## src/tam_pkg.sv

```systemverilog
// Shared widths, register indexes and types for the three-axis moving average.
// No dependencies; imported by every module of the block.
`timescale 1ns / 1ps

package tam_pkg;

  localparam int NUM_AXES   = 3;
  localparam int SAMPLE_W   = 16;
  localparam int RANGE_W    = 13;
  localparam int INTERVAL_W = 8;
  localparam int Q_W        = 13;
  localparam int MEAN_W     = 13;
  localparam int SUM_W      = 20;
  // magnitude of a running total, which never reaches 2**19
  localparam int ABS_W      = 19;
  localparam int QUO_W      = MEAN_W + 1;
  localparam int CFG_IDX_W  = 1;
  localparam int CFG_DATA_W = 13;

  localparam int Q_MAX = 4095;
  localparam int Q_MIN = -4096;

  localparam logic [RANGE_W-1:0]    RANGE_RESET    = 13'd392;
  localparam logic [INTERVAL_W-1:0] INTERVAL_RESET = 8'd10;

  localparam logic [CFG_IDX_W-1:0] REG_SCALE_RANGE     = 1'b0;
  localparam logic [CFG_IDX_W-1:0] REG_REPORT_INTERVAL = 1'b1;

  // one scaled value per axis, element 0 is x
  typedef logic [NUM_AXES-1:0][Q_W-1:0] tam_triple_t;

endpackage

```

## src/tam_scale.sv

```systemverilog
// Maps one raw signed sample onto -r..r-1 and clamps it to the 13-bit range.
// Depends on tam_pkg.
`timescale 1ns / 1ps

module tam_scale import tam_pkg::*; (
  input  logic signed [SAMPLE_W-1:0] sample,
  input  logic        [RANGE_W-1:0]  scale_range,
  output logic signed [Q_W-1:0]      scaled
);

  localparam int PROD_W = SAMPLE_W + RANGE_W + 1;

  logic        [SAMPLE_W-1:0] offset;
  logic        [RANGE_W:0]    span;
  logic        [PROD_W-1:0]   prod;
  logic        [RANGE_W:0]    hi;
  logic signed [RANGE_W+1:0]  diff;

  always_comb begin
    // flip the sign bit: s + 32768 as an unsigned word
    offset = {~sample[SAMPLE_W-1], sample[SAMPLE_W-2:0]};
    span   = {scale_range, 1'b0};
    prod   = PROD_W'(offset) * PROD_W'(span);
    hi     = prod[SAMPLE_W +: RANGE_W+1];
    diff   = $signed({1'b0, hi}) - $signed({2'b00, scale_range});
    if (diff > Q_MAX) begin
      scaled = Q_W'(Q_MAX);
    end else if (diff < Q_MIN) begin
      scaled = Q_W'(Q_MIN);
    end else begin
      scaled = diff[Q_W-1:0];
    end
  end

endmodule

```

## src/tam_cell.sv

```systemverilog
// One window cell: holds the scaled x, y, z of one past word and passes it on.
// Depends on tam_pkg.
`timescale 1ns / 1ps

module tam_cell import tam_pkg::*; (
  input  logic        clk,
  input  logic        rst_n,
  input  logic        shift_en,
  input  tam_triple_t d,
  output tam_triple_t q
);

  tam_triple_t val_r;

  always_ff @(posedge clk) begin
    if (!rst_n) begin
      val_r <= '0;
    end else if (shift_en) begin
      val_r <= d;
    end
  end

  assign q = val_r;

endmodule

```

## src/three_axis_moving_average.sv

```systemverilog
// Three-axis boxcar moving average over WINDOW samples with a decimated report flag.
//
// Input channel (in_valid/in_ready) takes one word of three raw 16-bit samples.
// Output channel (out_valid/out_ready) returns one word per input: the three
// window means, truncated toward zero, and the report flag.
// Config port: cfg_we writes cfg_wdata to register cfg_index (0 scale range,
// 1 report interval); write only while no word is in flight.
//
// Four register stages: scale, window update, reciprocal multiply, sign fix. The
// first loads at the input accept edge; the word then moves through window update
// and reciprocal multiply to the sign fix stage, where out_valid rises. Throughput
// is one word per cycle while out_ready is high; the only data loop is the total add.
// The window is a chain of WINDOW cells shifted once per word; the tail cell
// gives the value that leaves the total.
// When the receiver stalls, words collect in the four stages; in_ready stays
// high until all four hold a word. in_ready is always high while out_valid is low.
// Reset (synchronous, active low) zeroes the window, totals and report counter,
// restores the registers to 392 and 10 and empties the pipeline.
// Depends on tam_pkg, tam_scale and tam_cell.
`timescale 1ns / 1ps

module three_axis_moving_average import tam_pkg::*; #(
  parameter int WINDOW = 10
) (
  input  logic                         clk,
  input  logic                         rst_n,
  input  logic                         in_valid,
  output logic                         in_ready,
  input  logic signed [SAMPLE_W-1:0]   in_sample_x,
  input  logic signed [SAMPLE_W-1:0]   in_sample_y,
  input  logic signed [SAMPLE_W-1:0]   in_sample_z,
  output logic                         out_valid,
  input  logic                         out_ready,
  output logic signed [MEAN_W-1:0]     out_mean_x,
  output logic signed [MEAN_W-1:0]     out_mean_y,
  output logic signed [MEAN_W-1:0]     out_mean_z,
  output logic                         out_report,
  input  logic                         cfg_we,
  input  logic        [CFG_IDX_W-1:0]  cfg_index,
  input  logic        [CFG_DATA_W-1:0] cfg_wdata
);

  // floor(a / WINDOW) == (a * RECIP) >> DIV_SH for every a below 2**ABS_W
  localparam int DIV_SH = ABS_W + $clog2(WINDOW);
  localparam logic [DIV_SH:0] RECIP =
    (DIV_SH+1)'(((64'd1 << DIV_SH) + 64'(WINDOW) - 64'd1) / 64'(WINDOW));
  localparam int PROD_W = ABS_W + DIV_SH + 1;

  logic [RANGE_W-1:0]    scale_range_r;
  logic [INTERVAL_W-1:0] report_interval_r;
  logic [INTERVAL_W-1:0] skip_r;
  logic                  report_nxt;

  logic a_vld_r, b_vld_r, c_vld_r;
  logic a_rep_r, b_rep_r, c_rep_r;
  logic ld_b, ld_c, ld_d;
  logic in_acc;

  logic signed [SAMPLE_W-1:0] samples [NUM_AXES];
  logic signed [Q_W-1:0]      sc_q    [NUM_AXES];
  logic        [MEAN_W-1:0]   d_mean_r [NUM_AXES];

  tam_triple_t a_q_r;
  tam_triple_t chain [WINDOW+1];

  // handshake: a stage loads when the one after it is empty or moving on
  assign ld_d     = c_vld_r & (~out_valid | out_ready);
  assign ld_c     = b_vld_r & (~c_vld_r | ld_d);
  assign ld_b     = a_vld_r & (~b_vld_r | ld_c);
  assign in_ready = ~a_vld_r | ld_b;
  assign in_acc   = in_valid & in_ready;

  always_ff @(posedge clk) begin
    if (!rst_n) begin
      scale_range_r     <= RANGE_RESET;
      report_interval_r <= INTERVAL_RESET;
    end else if (cfg_we) begin
      unique case (cfg_index)
        REG_SCALE_RANGE:     scale_range_r     <= cfg_wdata[RANGE_W-1:0];
        REG_REPORT_INTERVAL: report_interval_r <= cfg_wdata[INTERVAL_W-1:0];
      endcase
    end
  end

  assign samples[0] = in_sample_x;
  assign samples[1] = in_sample_y;
  assign samples[2] = in_sample_z;

  assign report_nxt = (skip_r >= report_interval_r);

  // stage A: scale and decimation decision
  always_ff @(posedge clk) begin
    if (!rst_n) begin
      skip_r  <= '0;
      a_vld_r <= 1'b0;
    end else begin
      if (in_acc) begin
        skip_r <= report_nxt ? '0 : skip_r + 1'b1;
      end
      if (in_acc) begin
        a_vld_r <= 1'b1;
      end else if (ld_b) begin
        a_vld_r <= 1'b0;
      end
    end
  end

  always_ff @(posedge clk) begin
    if (in_acc) begin
      a_q_r   <= {sc_q[2], sc_q[1], sc_q[0]};
      a_rep_r <= report_nxt;
    end
  end

  // window cells advance once per word leaving stage A
  assign chain[0] = a_q_r;

  for (genvar i = 0; i < WINDOW; i++) begin : g_cell
    tam_cell u_cell (
      .clk      (clk),
      .rst_n    (rst_n),
      .shift_en (ld_b),
      .d        (chain[i]),
      .q        (chain[i+1])
    );
  end

  // stage valids for B (totals), C (quotient) and the output register
  always_ff @(posedge clk) begin
    if (!rst_n) begin
      b_vld_r   <= 1'b0;
      c_vld_r   <= 1'b0;
      out_valid <= 1'b0;
    end else begin
      if (ld_b) begin
        b_vld_r <= 1'b1;
      end else if (ld_c) begin
        b_vld_r <= 1'b0;
      end
      if (ld_c) begin
        c_vld_r <= 1'b1;
      end else if (ld_d) begin
        c_vld_r <= 1'b0;
      end
      if (ld_d) begin
        out_valid <= 1'b1;
      end else if (out_ready) begin
        out_valid <= 1'b0;
      end
    end
  end

  always_ff @(posedge clk) begin
    if (ld_b) begin
      b_rep_r <= a_rep_r;
    end
    if (ld_c) begin
      c_rep_r <= b_rep_r;
    end
    if (ld_d) begin
      out_report <= c_rep_r;
    end
  end

  for (genvar a = 0; a < NUM_AXES; a++) begin : g_axis
    logic signed [SUM_W-1:0]  sum_r;
    logic signed [SUM_W-1:0]  sum_nxt;
    logic        [SUM_W-1:0]  sum_neg;
    logic        [ABS_W-1:0]  mag;
    logic        [PROD_W-1:0] prod;
    logic        [QUO_W-1:0]  c_quot_r;
    logic        [QUO_W-1:0]  quot_neg;
    logic                     c_neg_r;

    tam_scale u_scale (
      .sample      (samples[a]),
      .scale_range (scale_range_r),
      .scaled      (sc_q[a])
    );

    // drop the oldest value, add the newest
    always_comb begin
      sum_nxt = sum_r + SUM_W'($signed(a_q_r[a])) - SUM_W'($signed(chain[WINDOW][a]));
    end

    always_ff @(posedge clk) begin
      if (!rst_n) begin
        sum_r <= '0;
      end else if (ld_b) begin
        sum_r <= sum_nxt;
      end
    end

    always_comb begin
      sum_neg = -sum_r;
      mag     = sum_r[SUM_W-1] ? sum_neg[ABS_W-1:0] : sum_r[ABS_W-1:0];
      prod    = PROD_W'(mag) * PROD_W'(RECIP);
    end

    always_ff @(posedge clk) begin
      if (ld_c) begin
        c_quot_r <= prod[DIV_SH +: QUO_W];
        c_neg_r  <= sum_r[SUM_W-1];
      end
    end

    // restore the sign: truncation toward zero
    assign quot_neg = -c_quot_r;

    always_ff @(posedge clk) begin
      if (ld_d) begin
        d_mean_r[a] <= c_neg_r ? quot_neg[MEAN_W-1:0] : c_quot_r[MEAN_W-1:0];
      end
    end
  end

  assign out_mean_x = d_mean_r[0];
  assign out_mean_y = d_mean_r[1];
  assign out_mean_z = d_mean_r[2];

endmodule

```

## config.mk

```make
export PLATFORM = sky130hd
export DESIGN_NAME = three_axis_moving_average
export DESIGN_NICKNAME = d
export VERILOG_FILES = /design/src/tam_pkg.sv /design/src/tam_scale.sv /design/src/tam_cell.sv /design/src/three_axis_moving_average.sv
export SDC_FILE = /design/constraint.sdc
export NUM_CORES = 2
export LEC_CHECK = 0
export BUFFER_PORTS_ARGS = -buffer_cell sky130_fd_sc_hd__buf_2
export CAP_MARGIN = 20
export CORE_MARGIN = 2
export CORE_UTILIZATION = 70
export DETAILED_ROUTE_END_ITERATION = 8
export PLACE_DENSITY = 0.9
export SLEW_MARGIN = 20
export SYNTH_ARGS = -nofsm -noshare
export SYNTH_HDL_FRONTEND = slang
export SYNTH_HIERARCHICAL = 1
export SYNTH_SLANG_ARGS = --single-unit
```

## constraint.sdc

```tcl
create_clock -name clk -period 22.3 [get_ports clk]
set_input_delay 5.575 -clock clk [delete_from_list [all_inputs] [get_ports clk]]
set_output_delay 5.575 -clock clk [all_outputs]
set_load 0.005 [all_outputs]
```

# == After elaboration in Yosys (flattened, before gate mapping) ==
# Memories as Yosys holds them, arrays and structs flattened.
# Index checks and enable logic that the tools add are counted.
# totals
register_bits,568
mem_bits_rw,39
in_bits,67
out_inout_bits,42
wordCells,125
mem_count,1
# op_classes
addsub,16
mul,6
n_lt_le_gt_ge,7
n_mux,20
n_bitwise,16
reduce_logical,6
# memory_table
memory,depth,width,rd,rd_clocked_by_memory_dff,wr,line_no,text
d_mean_r,3,13,3,0,3,three_axis_moving_average.sv:61,logic [MEAN_W-1:0] d_mean_r [NUM_AXES];
# ops
cell,count
"multiplier 19 x 20 -> 36 bit, second input constant",3
multiplier 16 x 13 -> 29 bit,3
2-to-1 mux 13 bit,6
adder 20 x 13 -> 20 bit,3
subtractor 20 x 13 -> 20 bit,3
2-to-1 mux 19 bit,3
negation 19 bit,3
"> comparator 15 x 13 -> 1 bit, second input constant",3
"< comparator 15 x 13 -> 1 bit, second input constant",3
subtractor 14 x 13 -> 15 bit,3
negation 13 bit,3
2-to-1 mux 1 bit,10
"adder 8 x 1 -> 8 bit, second input constant",1
greater-or-equal comparator 8 bit,1
2-to-1 mux 8 bit,1
NOT 1 bit,8
nonzero test 2 bit,4
AND 1 bit,4
OR 1 bit,4
AND reduction 2 bit,2

# == Longest topological paths before layout ==
# depth
word_depth,10
mapped_depth,32
mapped_depth_nobuf,30

# == By module ==
# Netlist, hierarchy kept.
# modules_own_cells
module,n_inst,cells_each,area_per_inst_um2,seq_area_each_um2
three_axis_moving_average,1,2917,28155.8,5585.4
tam_scale,3,833,7068.0,0.0
tam_cell,10,126,1488.9,780.7

# == Least setup slack after synthesis ==
# OpenSTA, ideal clock, no wires.
# synth_path
kind,input -> register
from,in in_sample_x[10]
to,"reg a_q_r[0] (netlist bit), data pin"
setup_time_ns,0.254
arrival_time_ns,12.145
required_ns,22.046
path_slack_ns,9.901
stages,29
n_path_buf,2
path_cell_list,clkbuf_1 > and2_1 > fa_1 > inv_1 > fa_1 > inv_1 > fa_1 > fa_1 > inv_1 > fa_1 > inv_1 > ha_1 > a211oi_1 > o21ai_1 > a32oi_1 > a21oi_1 > o31ai_1 > nand2b_1 > xor2_1 > ha_1 > a21oi_1 > nand2_1 > o21ai_1 > a21oi_1 > o21a_1 > or2_1 > or3_1 > buf_2 > a21o_1
# synth_between
elab_chain_len,4
elab_cells_between_ends,5
classes_between,add/sub: 1; mul: 1; order compare: 2; mux: 1
# synth_rtl
item,line_no,text
from (decl),three_axis_moving_average.sv:29,"input logic signed [SAMPLE_W-1:0] in_sample_x,"
multiplier 16 x 13 -> 29 bit *,tam_scale.sv:23,prod = PROD_W'(offset) * PROD_W'(span);
subtractor 14 x 13 -> 15 bit *,tam_scale.sv:25,"diff = $signed({1'b0, hi}) - $signed({2'b00, scale_range});"
< comparator 15 x 13 -> 1 bit,tam_scale.sv:28,end else if (diff < Q_MIN) begin
2-to-1 mux 13 bit,tam_scale.sv:28,
to (signal assigned),three_axis_moving_average.sv:110,"a_q_r <= {sc_q[2], sc_q[1], sc_q[0]};"
to (decl),three_axis_moving_average.sv:63,tam_triple_t a_q_r;
# Mark *: on every way between the ends. The rest lies on a longest branch, timed or not.
# A chain may end at the register's enable or synchronous reset.

# == Worst setup path in the final report ==
# layout_path
from,in in_sample_x[4]
to,"reg a_q_r[8] (netlist bit), data pin"
# Same word-level chain as after synthesis.

==> results.yml <==
timing:
  skew_ns: 0.0381
  finalHoldViolations: 0
  grt_setup_unrepaired: "false"
  fmax_mhz: 79.4
  tightest_slew_ns: 1.10
  tns_ns: 0
  period_needed_ns: 12.60
  fin_crit_sh_pct: 56.5
  finalSetupViolCount: 0
  relSlewSlack_pct: 26.8
  maxSlewViolCount: 0
detailed_routing:
  vias: 45229
  drc: 0
  drt_iter0_drc: 3137
  firstDrtPassIters: 5
  avgViaCountPerCell: 5.73
  routed_wl_um: 140000
  wire_per_inst_um: 17.8
  ant_nets: 0
grt:
  grt_pass1_vias: 48506
  grt_usage_pct: 30.6
  grt_antenna_before_repair: 4
  grt_overflow: 0
  grt_pass1_wl_um: 235000
  grt_max_degree: 136
clock_network:
  cts_resized: 0
  cts_post_setup_buffers_inserted: 0
  ctsHoldBuffers: 0
  htreeDepth: 3
  cts.sinks: 607
  cts_root_buf: "clkbuf_16"
  cts_buffers: 66
  cts_buffer_depth: 3
  clkTransAtPathRegs_ns: 0.06
  cts_tree: "built"
  clock_latency_ns: 0.63
setup_path:
  r2r-start: "scale_range_r[8]$_SDFFE_PN1P_"
  crit_buf_inv: 4
  crit_family: "adder cells"
  crit_fanout: 13
  worstPathArrival_ns: 12.98
  cpMaxStageDelayCell: "fa_1"
  slowest_delay_ns: 0.61
  end_kind: "flip-flop"
  crit_path_frequent_cell: "fa_1"
  cp-start-kind: "input port"
  required_ns: 22.68
  startpoint: "in_sample_x[4]"
  crit_type: "in -> reg"
worst_hold_path:
  min_from: "c_rep_r$_DFFE_PP_"
  hp-class: "reg -> reg"
logic_synthesis:
  synth_cell_types: 86
  netlist_area_um2: 64200
  ys_ff_latch: 607
  synth_most_common_cell: "inv_1"
  synth_area_leaders: "fa_1 (25%), dfxtp_1 (15%), ha_1 (13%)"
  yosys.area.top_type: "fa_1"
  synth-main-ff-cell: "dfxtp_1"
  syn_inst: 6676
  yosysWarnings: 6
  synth_fp_nets: 8249
  yosys-top-cells-count: "inv_1 (1,366), fa_1 (816), ha_1 (690), nand2_1 (516), dfxtp_1 (483)"
  synth-edff-count: 124
  yosysTopAreaCellShare_pct: 25.4
  synth_area_per_cell_um2: 9.62
  seq_area_frac_synth_pct: 20.8
  async_reset_ff_share_pct: 0
finish:
  n_fill_cell: 5981
  seqCellArea_um2: 13400
  multi_input_area_um2: 44500
  drive_gt1_share_pct: 4.45
  syn_to_final_growth_pct: 5.05
  nets: 8225
placement:
  gp_congestion: 0.954
  io_buffer_count: 108
  post-dp-hpwl_um: 107000
floorplanning:
  core.rowCount: 111
  start_util_pct: 70.4
  dieArea_um2: 94200
  die_h_um: 307
  core_um2: 91200
  top_level_ports: 109
  die_width_um: 307
status:
  status: "completed"
job:
  maxCapViolations: 0
sequential cells by signal, summed over array words and instances (netlist names), 8 cells and up:
signal	flops
a_q_r	39
d_mean_r	39
g_axis.c_quot_r	39
g_axis.sum_r	60
g_cell.u_cell/q	390
report_interval_r	8
scale_range_r	13
skip_r	8
routing by layer:
layer  GRT usage, %  vias to the layer above  wire [µm]
li1               -                    20995          -
met1           38.8                    22250      57700
met2           52.9                     1540      68600
met3           4.11                      442       8180
met4           12.7                        2       5990
met5              0                        -         11
stage by stage:
step | hold slack, ns | instances | setup slack, ns | utilization [%] | area [µm²]
floorplan | 0.400 | 6676 | 9.90 | - | 64200
global placement | 0.405 | 7769 | 9.50 | 71.5 | 65200
detailed placement | 0.406 | 7769 | 9.12 | 71.5 | 65200
CTS | 0.428 | 7889 | 9.78 | 73.9 | 67500
global route | 0.438 | 7891 | 9.25 | 74.0 | 67500
finish | 0.427 | 7894 | 9.70 | 74.0 | 67500
cell usage in the layout, fill, tap and decap left out, types with 131 or more instances in the layout:
cell / Yosys / layout
a21oi_1: 131 / 131
nor2b_1: 428 / 426
fa_1: 816 / 816
xnor2_1: 159 / 159
ha_1: 690 / 690
nor2_1: 148 / 148
and2_1: 306 / 306
mux2i_1: 401 / 401
dfxtp_1: 483 / 477
inv_1: 1366 / 1366
nand2_1: 516 / 516
cell families (layout without fill, tap and decap cells):
family | Yosys count | after routing | synth area share [%]
compound gates | 670 | 670 | 7.12
xor+xnor | 233 | 233 | 3.32
fa+ha+maj | 1506 | 1506 | 38.9
buf+inv | 1593 | 1621 | 9.98
flops | 607 | 607 | 20.8
mux | 403 | 403 | 6.28
other cells | 0 | 4 | 0
simple gates | 1664 | 1664 | 13.6
layout make-up:
| type | instances | share of cell area, % |
|---|---|---|
| Multi-Input combinational cell | 4476 | 65.9 |
| Sequential cell | 607 | 19.9 |
| Inverter | 1369 | 7.63 |
| Clock buffer | 92 | 2.75 |
| Tap cell | 1186 | 2.20 |
| Timing Repair Buffer | 132 | 1.10 |
| Clock inverter | 28 | 0.565 |
| Antenna cell | 4 | 0.0148 |
final timing paths:
check        slack [ns]                   end  cells past startpoint
max reg2reg       13.50   a_q_r[21]$_DFFE_PP_                     27
max                9.70    a_q_r[8]$_DFFE_PP_                     27
min                0.43  out_report$_DFFE_PP_                      0
min reg2reg        0.43  out_report$_DFFE_PP_                      0
Power is not shown: default switching activity piles up to over one toggle a cycle in this logic, so the estimate is an artifact.
